## config.mk

```make
export PLATFORM = sky130hd
export DESIGN_NAME = zigzag_varint_codec_top_flat
export DESIGN_NICKNAME = d
export VERILOG_FILES = /design/src/rtl/core/zvc_pkg.sv /design/src/rtl/core/zvc_if.sv /design/src/rtl/core/zvc_front.sv /design/src/rtl/core/zvc_queue.sv /design/src/rtl/core/zvc_back.sv /design/src/rtl/core/zigzag_varint_codec_top.sv /design/src/flat_wrapper.sv
export SDC_FILE = /design/constraint.sdc
export NUM_CORES = 1
export LEC_CHECK = 0
export ABC_AREA = 1
export ABC_CLOCK_PERIOD_IN_PS = 9450
export BUFFER_PORTS_ARGS = -buffer_cell sky130_fd_sc_hd__buf_2
export CAP_MARGIN = 5
export CORE_MARGIN = 2
export CORE_UTILIZATION = 35
export CTS_CLUSTER_SIZE = 14
export DETAILED_ROUTE_END_ITERATION = 6
export GPL_ROUTABILITY_DRIVEN = 0
export MAX_ROUTING_LAYER = met4
export PLACE_DENSITY = 0.49
export RECOVER_POWER = 25
export SYNTH_ARGS = -nofsm -noshare
export SYNTH_HDL_FRONTEND = slang
export SYNTH_SLANG_ARGS = --single-unit
```

## constraint.sdc

```tcl
create_clock -name clk -period 9.45 [get_ports clk]
set_input_delay 1.89 -clock clk [delete_from_list [all_inputs] [get_ports clk]]
set_output_delay 1.89 -clock clk [all_outputs]
set_load 0.05 [all_outputs]
```

## src/rtl/core/zvc_pkg.sv

```systemverilog
// Shared types and constants for the zigzag varint codec.
`timescale 1ns / 1ps
package zvc_pkg;

  localparam int unsigned VALUE_W     = 32;
  localparam int unsigned BYTE_W      = 8;
  localparam int unsigned GROUP_W     = 7;
  localparam int unsigned COUNT_W     = 3;
  localparam int unsigned REM_W       = VALUE_W - GROUP_W;
  localparam int unsigned LAST_SHIFT  = 28;
  localparam int unsigned QUEUE_DEPTH = 2;

  localparam logic [COUNT_W-1:0] LAST_BYTE_IDX = 3'd4;

  localparam logic REQ_ENCODE = 1'b0;
  localparam logic REQ_DECODE = 1'b1;

  localparam logic KIND_BYTE  = 1'b0;
  localparam logic KIND_VALUE = 1'b1;

  typedef struct packed {
    logic               kind;
    logic [VALUE_W-1:0] word;
    logic               malformed;
  } zvc_job_t;

  function automatic logic [VALUE_W-1:0] zig(input logic [VALUE_W-1:0] v);
    zig = {v[VALUE_W-2:0], 1'b0} ^ {VALUE_W{v[VALUE_W-1]}};
  endfunction

  function automatic logic [VALUE_W-1:0] zag(input logic [VALUE_W-1:0] u);
    zag = {1'b0, u[VALUE_W-1:1]} ^ {VALUE_W{u[0]}};
  endfunction

endpackage

```

## src/rtl/core/zvc_if.sv

```systemverilog
// Channel interfaces for the zigzag varint codec.
`timescale 1ns / 1ps
interface zvc_in_if;
  logic                              valid;
  logic                              ready;
  logic                              req_type;
  logic signed [zvc_pkg::VALUE_W-1:0] value_in;
  logic [zvc_pkg::BYTE_W-1:0]        byte_in;

  modport source (output valid, req_type, value_in, byte_in, input ready);
  modport sink   (input valid, req_type, value_in, byte_in, output ready);
endinterface

interface zvc_out_if;
  logic                              valid;
  logic                              ready;
  logic                              kind;
  logic [zvc_pkg::BYTE_W-1:0]        byte_out;
  logic                              last;
  logic signed [zvc_pkg::VALUE_W-1:0] value_out;
  logic                              malformed;

  modport source (output valid, kind, byte_out, last, value_out, malformed, input ready);
  modport sink   (input valid, kind, byte_out, last, value_out, malformed, output ready);
endinterface

```

## src/rtl/core/zvc_front.sv

```systemverilog
// Front end: accepts requests, zigzags encodes and gathers decode bytes.
`timescale 1ns / 1ps
module zvc_front (
  input  logic             clk,
  input  logic             rst_n,
  zvc_in_if.sink           in_ch,
  input  logic             q_full,
  output logic             push,
  output zvc_pkg::zvc_job_t push_job
);

  logic [zvc_pkg::VALUE_W-1:0] accum_r, accum_nxt;
  logic [zvc_pkg::COUNT_W-1:0] count_r, count_nxt;
  logic [zvc_pkg::VALUE_W-1:0] merged;
  logic [4:0]                  shamt;
  logic                        accept;
  logic                        more;
  logic                        at_last;
  logic                        done;

  assign in_ch.ready = !q_full;
  assign accept      = in_ch.valid && in_ch.ready;
  assign more        = in_ch.byte_in[zvc_pkg::BYTE_W-1];
  assign at_last     = (count_r == zvc_pkg::LAST_BYTE_IDX);

  always_comb begin
    unique case (count_r)
      3'd0:    shamt = 5'd0;
      3'd1:    shamt = 5'd7;
      3'd2:    shamt = 5'd14;
      3'd3:    shamt = 5'd21;
      default: shamt = 5'd0;
    endcase
  end

  always_comb begin
    if (at_last) begin
      merged = accum_r | (zvc_pkg::VALUE_W'(in_ch.byte_in) << zvc_pkg::LAST_SHIFT);
    end else begin
      merged = accum_r |
               (zvc_pkg::VALUE_W'(in_ch.byte_in[zvc_pkg::GROUP_W-1:0]) << shamt);
    end
  end

  assign done = !more || at_last;

  always_comb begin
    push     = 1'b0;
    push_job = '0;
    if (accept) begin
      if (in_ch.req_type == zvc_pkg::REQ_ENCODE) begin
        push          = 1'b1;
        push_job.kind = zvc_pkg::KIND_BYTE;
        push_job.word = zvc_pkg::zig(in_ch.value_in);
      end else if (done) begin
        push               = 1'b1;
        push_job.kind      = zvc_pkg::KIND_VALUE;
        push_job.malformed = more;
        push_job.word      = more ? merged : zvc_pkg::zag(merged);
      end
    end
  end

  always_comb begin
    accum_nxt = accum_r;
    count_nxt = count_r;
    if (accept && in_ch.req_type == zvc_pkg::REQ_DECODE) begin
      if (done) begin
        accum_nxt = '0;
        count_nxt = '0;
      end else begin
        accum_nxt = merged;
        count_nxt = count_r + 3'd1;
      end
    end
  end

  always_ff @(posedge clk) begin
    if (!rst_n) begin
      accum_r <= '0;
      count_r <= '0;
    end else begin
      accum_r <= accum_nxt;
      count_r <= count_nxt;
    end
  end

endmodule

```

## src/rtl/core/zvc_queue.sv

```systemverilog
// Short job queue between the front and back ends.
`timescale 1ns / 1ps
module zvc_queue #(
  parameter int unsigned DEPTH = zvc_pkg::QUEUE_DEPTH
) (
  input  logic              clk,
  input  logic              rst_n,
  input  logic              push,
  input  zvc_pkg::zvc_job_t push_job,
  output logic              full,
  input  logic              pop,
  output logic              not_empty,
  output zvc_pkg::zvc_job_t head
);

  localparam int unsigned PTR_W = (DEPTH > 1) ? $clog2(DEPTH) : 1;
  localparam int unsigned CNT_W = $clog2(DEPTH + 1);
  localparam logic [PTR_W-1:0] PTR_MAX = PTR_W'(DEPTH - 1);
  localparam logic [CNT_W-1:0] CNT_FULL = CNT_W'(DEPTH);

  zvc_pkg::zvc_job_t slot_r [DEPTH];
  logic [PTR_W-1:0] wr_r, wr_nxt;
  logic [PTR_W-1:0] rd_r, rd_nxt;
  logic [CNT_W-1:0] cnt_r, cnt_nxt;

  assign full      = (cnt_r == CNT_FULL);
  assign not_empty = (cnt_r != '0);
  assign head      = slot_r[rd_r];

  always_comb begin
    wr_nxt  = wr_r;
    rd_nxt  = rd_r;
    cnt_nxt = cnt_r;
    if (push) begin
      wr_nxt = (wr_r == PTR_MAX) ? '0 : wr_r + PTR_W'(1);
    end
    if (pop) begin
      rd_nxt = (rd_r == PTR_MAX) ? '0 : rd_r + PTR_W'(1);
    end
    if (push && !pop) begin
      cnt_nxt = cnt_r + CNT_W'(1);
    end else if (pop && !push) begin
      cnt_nxt = cnt_r - CNT_W'(1);
    end
  end

  always_ff @(posedge clk) begin
    if (!rst_n) begin
      wr_r  <= '0;
      rd_r  <= '0;
      cnt_r <= '0;
    end else begin
      wr_r  <= wr_nxt;
      rd_r  <= rd_nxt;
      cnt_r <= cnt_nxt;
    end
  end

  always_ff @(posedge clk) begin
    if (push) begin
      slot_r[wr_r] <= push_job;
    end
  end

endmodule

```

## src/rtl/core/zvc_back.sv

```systemverilog
// Back end: emits encoded bytes one per cycle while out_ch is ready, and decoded values.
`timescale 1ns / 1ps
module zvc_back (
  input  logic              clk,
  input  logic              rst_n,
  input  logic              q_not_empty,
  input  zvc_pkg::zvc_job_t q_head,
  output logic              pop,
  zvc_out_if.source         out_ch
);

  logic                             valid_r, valid_nxt;
  logic                             busy_r, busy_nxt;
  logic [zvc_pkg::REM_W-1:0]        rem_r, rem_nxt;
  logic                             kind_r, kind_nxt;
  logic [zvc_pkg::BYTE_W-1:0]       byte_r, byte_nxt;
  logic                             last_r, last_nxt;
  logic [zvc_pkg::VALUE_W-1:0]      value_r, value_nxt;
  logic                             bad_r, bad_nxt;
  logic                             can_load;
  logic [zvc_pkg::VALUE_W-1:0]      src;
  logic [zvc_pkg::REM_W-1:0]        rest;
  logic                             fin;

  assign out_ch.valid     = valid_r;
  assign out_ch.kind      = kind_r;
  assign out_ch.byte_out  = byte_r;
  assign out_ch.last      = last_r;
  assign out_ch.value_out = value_r;
  assign out_ch.malformed = bad_r;

  assign can_load = !valid_r || out_ch.ready;
  assign pop      = can_load && !busy_r && q_not_empty;

  assign src  = busy_r ? zvc_pkg::VALUE_W'(rem_r) : q_head.word;
  assign rest = src[zvc_pkg::VALUE_W-1:zvc_pkg::GROUP_W];
  assign fin  = (rest == '0);

  always_comb begin
    valid_nxt = valid_r;
    busy_nxt  = busy_r;
    rem_nxt   = rem_r;
    kind_nxt  = kind_r;
    byte_nxt  = byte_r;
    last_nxt  = last_r;
    value_nxt = value_r;
    bad_nxt   = bad_r;
    if (can_load) begin
      valid_nxt = 1'b0;
      if (busy_r || (pop && q_head.kind == zvc_pkg::KIND_BYTE)) begin
        valid_nxt = 1'b1;
        kind_nxt  = zvc_pkg::KIND_BYTE;
        byte_nxt  = {!fin, src[zvc_pkg::GROUP_W-1:0]};
        last_nxt  = fin;
        value_nxt = '0;
        bad_nxt   = 1'b0;
        busy_nxt  = !fin;
        rem_nxt   = rest;
      end else if (pop) begin
        valid_nxt = 1'b1;
        kind_nxt  = zvc_pkg::KIND_VALUE;
        byte_nxt  = '0;
        last_nxt  = 1'b0;
        value_nxt = q_head.word;
        bad_nxt   = q_head.malformed;
      end
    end
  end

  always_ff @(posedge clk) begin
    if (!rst_n) begin
      valid_r <= 1'b0;
      busy_r  <= 1'b0;
    end else begin
      valid_r <= valid_nxt;
      busy_r  <= busy_nxt;
    end
  end

  always_ff @(posedge clk) begin
    rem_r   <= rem_nxt;
    kind_r  <= kind_nxt;
    byte_r  <= byte_nxt;
    last_r  <= last_nxt;
    value_r <= value_nxt;
    bad_r   <= bad_nxt;
  end

endmodule

```

## src/rtl/core/zigzag_varint_codec_top.sv

```systemverilog
// Top level of the zigzag varint codec for signed 32-bit integers.
//
// in_ch carries requests: req_type 0 encodes value_in, req_type 1 feeds one
// varint byte from byte_in to the decoder. out_ch carries results: kind 0 is
// one encoded byte (byte_out, last), kind 1 is a decoded value (value_out,
// malformed). Both channels complete a transaction when valid and ready are high.
// The front end takes one request per cycle while the job queue has room;
// a continuation byte other than the fifth only updates the decode accumulator
// and gives no result. A result is registered first in the job queue and then
// in the back end's output register. The back end drains the queue: an encode
// occupies it while it emits its 1 to 5 bytes, one per cycle while ready is
// high (bytes = groups of 7 bits in the zigzagged word), a decoded value only
// until it is loaded, so sustained throughput is set by the back end.
// Synchronous reset clears the decode state, the queue and the output valid
// flag. When the receiver holds ready low, the output register holds its
// transaction, the back end stops, and the front end keeps taking requests
// until the queue fills.
`timescale 1ns / 1ps
module zigzag_varint_codec_top #(
  parameter int unsigned QUEUE_DEPTH = zvc_pkg::QUEUE_DEPTH
) (
  input  logic      clk,
  input  logic      rst_n,
  zvc_in_if.sink    in_ch,
  zvc_out_if.source out_ch
);

  logic              push;
  zvc_pkg::zvc_job_t push_job;
  logic              q_full;
  logic              pop;
  logic              q_not_empty;
  zvc_pkg::zvc_job_t q_head;

  zvc_front u_front (
    .clk      (clk),
    .rst_n    (rst_n),
    .in_ch    (in_ch),
    .q_full   (q_full),
    .push     (push),
    .push_job (push_job)
  );

  zvc_queue #(
    .DEPTH (QUEUE_DEPTH)
  ) u_queue (
    .clk       (clk),
    .rst_n     (rst_n),
    .push      (push),
    .push_job  (push_job),
    .full      (q_full),
    .pop       (pop),
    .not_empty (q_not_empty),
    .head      (q_head)
  );

  zvc_back u_back (
    .clk         (clk),
    .rst_n       (rst_n),
    .q_not_empty (q_not_empty),
    .q_head      (q_head),
    .pop         (pop),
    .out_ch      (out_ch)
  );

endmodule

```

## src/flat_wrapper.sv

```systemverilog
// flat-port wrapper written by rule: the top's interface ports become plain ports
module zigzag_varint_codec_top_flat 
#(
  parameter int unsigned QUEUE_DEPTH = zvc_pkg::QUEUE_DEPTH
)
  (clk, rst_n, in_ch_valid, in_ch_req_type, in_ch_value_in, in_ch_byte_in, in_ch_ready, out_ch_valid, out_ch_kind, out_ch_byte_out, out_ch_last, out_ch_value_out, out_ch_malformed, out_ch_ready);
  zvc_in_if in_ch_i ();
  zvc_out_if out_ch_i ();
  input  logic clk;
  input  logic rst_n;
  input wire logic [$bits(in_ch_i.valid)-1:0] in_ch_valid;
  input wire logic [$bits(in_ch_i.req_type)-1:0] in_ch_req_type;
  input wire logic [$bits(in_ch_i.value_in)-1:0] in_ch_value_in;
  input wire logic [$bits(in_ch_i.byte_in)-1:0] in_ch_byte_in;
  output wire logic [$bits(in_ch_i.ready)-1:0] in_ch_ready;
  output wire logic [$bits(out_ch_i.valid)-1:0] out_ch_valid;
  output wire logic [$bits(out_ch_i.kind)-1:0] out_ch_kind;
  output wire logic [$bits(out_ch_i.byte_out)-1:0] out_ch_byte_out;
  output wire logic [$bits(out_ch_i.last)-1:0] out_ch_last;
  output wire logic [$bits(out_ch_i.value_out)-1:0] out_ch_value_out;
  output wire logic [$bits(out_ch_i.malformed)-1:0] out_ch_malformed;
  input wire logic [$bits(out_ch_i.ready)-1:0] out_ch_ready;
  assign in_ch_i.valid = in_ch_valid;
  assign in_ch_i.req_type = in_ch_req_type;
  assign in_ch_i.value_in = in_ch_value_in;
  assign in_ch_i.byte_in = in_ch_byte_in;
  assign in_ch_ready = in_ch_i.ready;
  assign out_ch_valid = out_ch_i.valid;
  assign out_ch_kind = out_ch_i.kind;
  assign out_ch_byte_out = out_ch_i.byte_out;
  assign out_ch_last = out_ch_i.last;
  assign out_ch_value_out = out_ch_i.value_out;
  assign out_ch_malformed = out_ch_i.malformed;
  assign out_ch_i.ready = out_ch_ready;
  zigzag_varint_codec_top #(.QUEUE_DEPTH(QUEUE_DEPTH)) u_core (.clk(clk), .rst_n(rst_n), .in_ch(in_ch_i), .out_ch(out_ch_i));
endmodule
```

Yosys cells after proc, flatten, opt, wreduce, memory -nomap -nowiden
Memories as Yosys holds them, arrays and structs flattened. A register that Yosys moved wholly into a read port is not among the register bits.
Index checks and enable logic that the tools add are counted.

word-level totals
  memory bits (read-only) = 0
  logic and storage cells = 83
  memories = 1
  register bits = 109
  bits in writable memories = 68
  input port bits = 45
  bits in latches = 0
  output and inout bits = 45

operators by class
  $mul = 0
  reduce and logical (&&, ||, !) cells = 23
  mux-type cells = 30
  add/subtract/negate cells = 5
  eq/ne operators = 5
  div/mod/pow operators = 0
  bitwise logic cells = 5
  magnitude comparators = 0
  shift operators = 1

memory list
  name                   depth  bits a word  rd ports  clocked after memory_dff  wr ports  line             text
  u_core.u_queue.slot_r  2      34           1         1                         1         zvc_queue.sv:21  zvc_pkg::zvc_job_t slot_r [DEPTH];

operator list
  kind                   count
  $mux W32               5
  $mux W34               2
  $or A32 B32 Y32        2
  $mux W33               1
  $shl A7 B5 Y32         1
  $xor A31 B32 Y32       1
  $xor A32 B32 Y32       1
  $logic_not A25 Y1      1
  $mux W1                16
  $mux W8                2
  $pmux W5 S3            1
  $logic_and A1 B1 Y1    7
  $logic_not A1 Y1       7
  $eq A3 B2 Y1 const B   2
  $reduce_bool A2 Y1     3
  $mux W2                2
  $reduce_and A2 Y1      2
  $add A3 B1 Y3 const B  1
  $eq A3 B1 Y1 const B   1
  $eq A3 B3 Y1 const B   1
  $logic_or A1 B1 Y1     3
  $mux W3                1
  $add A1 B1 Y1 const B  2
  $add A2 B1 Y2 const B  1
  other kinds (3)        3

Logic depth before layout (Yosys ltp)
  word-level depth = 10
  gate-level depth with buffers = 15
  gate-level depth less buffers = 15

Cells and area by module
Synthesis repeated with hierarchy kept, for this count alone.

unflattened totals
  cell total of the unflattened synthesis = 990
  area total of the unflattened synthesis = 9336.5 sq um

modules (own cells, without submodules)
  module     seq. area each (sq um)  instances  area each (sq um)  cells an instance
  zvc_front  700.7                   1          3498.4             578
  zvc_back   2082.0                  1          3001.6             271
  zvc_queue  2142.1                  1          2836.5             141

Worst setup path before layout
No wires, ideal clock.

  kind = input-to-reg
  from = input port out_ch_ready
  to = register u_core.u_back.byte_r, in the netlist u_core.u_back.out_ch.byte_out[0] (enable)
  data arrival time = 4.100 ns
  buffers on the path = 0
  cell stages on the path = 2
  path slack = 4.891 ns
  data required time = 8.991 ns
  library setup time = 0.459 ns
  path through = nor2_1 a21oi_1

between the ends
  word-level cells in the longest chain between the ends = 7

RTL lines
  what                                    line                text
  start, declared                         flat_wrapper.sv:22  input wire logic [$bits(out_ch_i.ready)-1:0] out_ch_ready;
  $logic_or A1 B1 Y1 (*)                  zvc_back.sv:32      assign can_load = !valid_r || out_ch.ready;
  $logic_and A1 B1 Y1 (2 in series)       zvc_back.sv:33      assign pop = can_load && !busy_r && q_not_empty;
  $logic_and A1 B1 Y1                     zvc_back.sv:50      if (busy_r || (pop && q_head.kind == zvc_pkg::KIND_BYTE)) begin
  $logic_or A1 B1 Y1                      zvc_back.sv:50
  $reduce_bool A2 Y1 (no source line)     --
  $reduce_and A2 Y1 (no source line) (*)  --
  end signal, assigned                    zvc_back.sv:83      byte_r <= byte_nxt;
  end, declared                           zvc_back.sv:16      logic [zvc_pkg::BYTE_W-1:0] byte_r, byte_nxt;

Mark *: on every way between the ends. The rest lies on a longest branch, timed or not.
A chain may end at the register's enable or synchronous reset.

Worst setup path after layout
  from = input port in_ch_req_type
  to = register u_core.u_front.accum_r[0] in the netlist's numbering

between the ends
  word-level cells in the longest chain between the ends = 1

RTL lines
  what                  line                text
  start, declared       flat_wrapper.sv:12  input wire logic [$bits(in_ch_i.req_type)-1:0] in_ch_req_type;
  $logic_and A1 B1 Y1   zvc_front.sv:67     if (accept && in_ch.req_type == zvc_pkg::REQ_DECODE) begin
  end signal, assigned  zvc_front.sv:83     accum_r <= accum_nxt;
  end, declared         zvc_front.sv:12     logic [zvc_pkg::VALUE_W-1:0] accum_r, accum_nxt;

No other way between the ends.

==> flow_metrics.tcl <==
set metrics [dict create \
    endpoint_kind "flip-flop" \
    arrival_ns 4.73 \
    drc 0 \
    synth_seq_cells 178 \
    min_period_ns 4.45 \
    fin_worst_skew_ns 0.0185 \
    port_buffers 89 \
    synth_cells 999 \
    critPathKind "in2reg" \
    hold_path.startpoint "u_core.u_queue.rd_r$_SDFFE_PN0P_" \
    internal_power_mw 1.79 \
    cts-resized-gates 0 \
    rsz0062_at_grt "false" \
    cap_violations 2 \
    crit_buf_inv 5 \
    irDropWorstVdd_uv 242 \
    r2r_end "u_core.u_back.out_ch.value_out[7]$_SDFFCE_PN0P_" \
    grt_pass1_wl_mm 35.7 \
    ys_types 37 \
    finalSetupViolCount 0 \
    grt_pass1_vias 6352 \
    worst_slew_pin_slew_ns 2.27 \
    holdPathStages 1 \
    cts.sinks 178 \
    drt-total-wl_mm 22.6 \
    fin_crit_sh 0.471 \
    fmax_mhz 225 \
    die-area_mm2 0.0266 \
    fp-row-count 58 \
    pwr-share-clk 0.224 \
    slew-limit-headroom -0.514 \
    grt_max_degree 53 \
    nets 1124 \
    clk_latency_ns 0.43 \
    syn_area_per_cell_um2 8.87 \
    cts_buffers 17 \
    htree_levels 4 \
    critPathMaxStageDelay_ns 0.57 \
    area_delta_synth_final_pct 14.6 \
    drtAntennaViolNets 0 \
    clkTransAtPathRegs_ns 0.08 \
    min_path_type "reg2reg" \
    synth_area_leaders "edfxtp_1 46%, dfxtp_1 9.5%, nand2_1 8.6%" \
    dieWidth_um 163 \
    combinationalPowerShare 0.379 \
    cts_setup_buffers 0 \
    start_kind "input pin" \
    status "finished with violations" \
    worstPathRequired_ns 9.73 \
    ys_seq_area_frac 0.556 \
    reg2regPathDepth 8 \
    drt-vias-per-instance 4.81 \
    cts_tree "done" \
    total_power_mw 3.10 \
    timing.setup.tns_ns 0 \
    p_switching_mw 1.31 \
    drive_above_1_share 0.132 \
    dp_hpwl_mm 16.4 \
    final_util 0.405 \
    start_util 0.354 \
    grt_util_all_layers 0.181 \
    path_cells "buf_2 > buf_4 > inv_1 > nor2_2 > inv_1 > nor2_1 > nor2_2 > inv_1 > a211oi_1" \
    antenna_found_initial 0 \
    dr.pass1.iters 7 \
    hold_buffers 0 \
    slew_violations 92 \
    diodes 0 \
    violations "capacitance limit, slew limit" \
    syn_nets 1050 \
    clk_path_buf_depth 2 \
    hold_viol_final 0 \
    drtIter0Drc 636 \
    p_leak_nw 4.07 \
    switching_share 0.423 \
    synth_top_area_share 0.461 \
    synthesis.area_mm2 0.00886 \
    cp_top_family "buffers and inverters" \
    cp_max_fo 43 \
    overflow 0 \
    io_pins 90 \
    num_vias 6806 \
    synth_top_area_cell "edfxtp_1" \
    coreArea_mm2 0.0250 \
    cts_root_buffer "clkbuf_16" \
    cp-startpoint "in_ch_req_type" \
    ys_warn_count 0 \
    power_frac_seq 0.397 \
    cp_common_cell "inv_1" \
    powerDensity_mw_per_mm2 305 \
    chipHeight_um 163 \
    cp_slowest_cell "nor2_2" \
    wl_per_cell_um 16.0 \
    r2r_slack_ns 5.02 \
]
synthesized netlist by cell type:
| cell type | count |
|---|---|
| clkbuf_1 | 22 |
| o21ai_4 | 1 |
| nand4_1 | 7 |
| or2_2 | 6 |
| a21oi_1 | 80 |
| nor3_2 | 1 |
| o21bai_1 | 2 |
| ha_1 | 6 |
| buf_4 | 1 |
| nand2_1 | 203 |
| a211oi_1 | 13 |
| edfxtp_1 | 136 |
| buf_2 | 17 |
| inv_1 | 121 |
| o31ai_1 | 1 |
| nand2_2 | 1 |
| o21ai_2 | 3 |
| nand2_4 | 2 |
| nor2_1 | 85 |
| xnor2_1 | 1 |
| buf_1 | 1 |
| o21a_1 | 18 |
| inv_2 | 4 |
| nand3_1 | 75 |
| xor2_1 | 31 |
| or2_1 | 2 |
| o21ai_0 | 92 |
| nor2_4 | 3 |
| nor2_2 | 4 |
| nor3_1 | 2 |
| clkinv_1 | 1 |
| a31oi_1 | 3 |
| and2_1 | 2 |
| o21ai_1 | 5 |
| nand3b_1 | 1 |
| dfxtp_1 | 42 |
| buf_6 | 4 |
how the worst max path moves through the flow:
stage	slack (ns)	depth (start not counted)	end
2_1_floorplan	4.89	2	u_core.u_back.out_ch.byte_out[0]$_SDFFCE_PP0P_
3_3_place_gp	4.68	9	u_core.u_front.accum_r[0]$_SDFFE_PN0P_
3_5_place_dp	4.61	9	u_core.u_front.accum_r[14]$_SDFFE_PN0P_
4_1_cts	5.07	9	u_core.u_front.accum_r[0]$_SDFFE_PN0P_
5_1_grt	4.31	8	u_core.u_back.out_ch.value_out[7]$_SDFFCE_PN0P_
6_report	5.00	9	u_core.u_front.accum_r[0]$_SDFFE_PN0P_
through the flow:
stage / instances / setup slack, ns / area (um^2) / hold slack [ns]
after floorplan: 999 / 4.89 / 8860 / 0.425
after global placement: 1384 / 4.68 / 9590 / 0.433
after CTS: 1416 / 5.07 / 10200 / 0.454
after detailed placement: 1384 / 4.61 / 9590 / 0.442
final: 1416 / 5.00 / 10100 / 0.456
after global routing: 1416 / 4.31 / 10100 / 0.472
power groups by stage:
stage	logic [mW]	registers (mW)	clock network (mW)
after global routing	1.29	1.25	0.744
after detailed placement	1.20	1.24	0
after floorplan	0.531	1.60	0
after global placement	1.20	1.24	0
after CTS	1.21	1.22	0.707
final	1.17	1.23	0.694
layer usage:
layer / track usage / share of wire / up-vias
li1: - / - / 3475
met1: 0.248 / 0.48 / 3151
met2: 0.280 / 0.46 / 159
met3: 0.0292 / 0.039 / 21
met4: 0.0455 / 0.012 / 0
met5: - / 0 / -
worst register-to-register path, stage by stage (launching register included):
cell	delay [ns]
dfxtp_1	0.31
clkbuf_1	1.29
inv_1	0.87
nor2_1	0.31
o21ai_2	0.12
inv_1	0.42
nor2_2	0.19
inv_1	0.54
nor2_1	0.11
area by class of cell:
class                   instances  area (um^2)
fillers                      2555        14900
flip-flops and latches        178         4920
multi-input cells             650         3250
repair buffers                100          502
inverters                     126          473
clock buffers                  17          425
well taps                     330          413
clock inverters                15          161
state kept, by name (all words and copies together) (netlist names), 2 cells and up, named ones only:
| signal | cells |
|---|---|
| u_core.u_queue.slot_r | 68 |
| u_core.u_back.out_ch.value_out | 32 |
| u_core.u_front.accum_r | 32 |
| u_core.u_back.rem_r | 25 |
| u_core.u_back.out_ch.byte_out | 8 |
| u_core.u_front.count_r | 3 |
| u_core.u_queue.cnt_r | 2 |
layout by cell type (no fill, tap or decap), drive strengths merged:
cell type	instances
a211oi	13
and2	2
dfxtp	42
nand3	75
a31oi	3
clkinvlp	1
xor2	31
o21a	18
buf	83
edfxtp	136
o21ai	101
a21oi	80
o21bai	2
inv	133
xnor2	1
nand4	7
or2	8
clkinv	7
nand2	206
o31ai	1
clkbuf	34
nor3	3
nand3b	1
ha	6
nor2	92
logic make-up (layout without fill, tap and decap cells):
family	Yosys count	in the layout	share of synthesized area
and+or+nand+nor	394	394	0.189
DFF	178	178	0.556
buffers and inverters	171	258	0.0787
adders and majority gates	6	6	0.00848
xor gates and xnor gates	32	32	0.0316
AOI/OAI and AO/OA	218	218	0.136
Note: power is estimated with default switching activity, not from simulation.
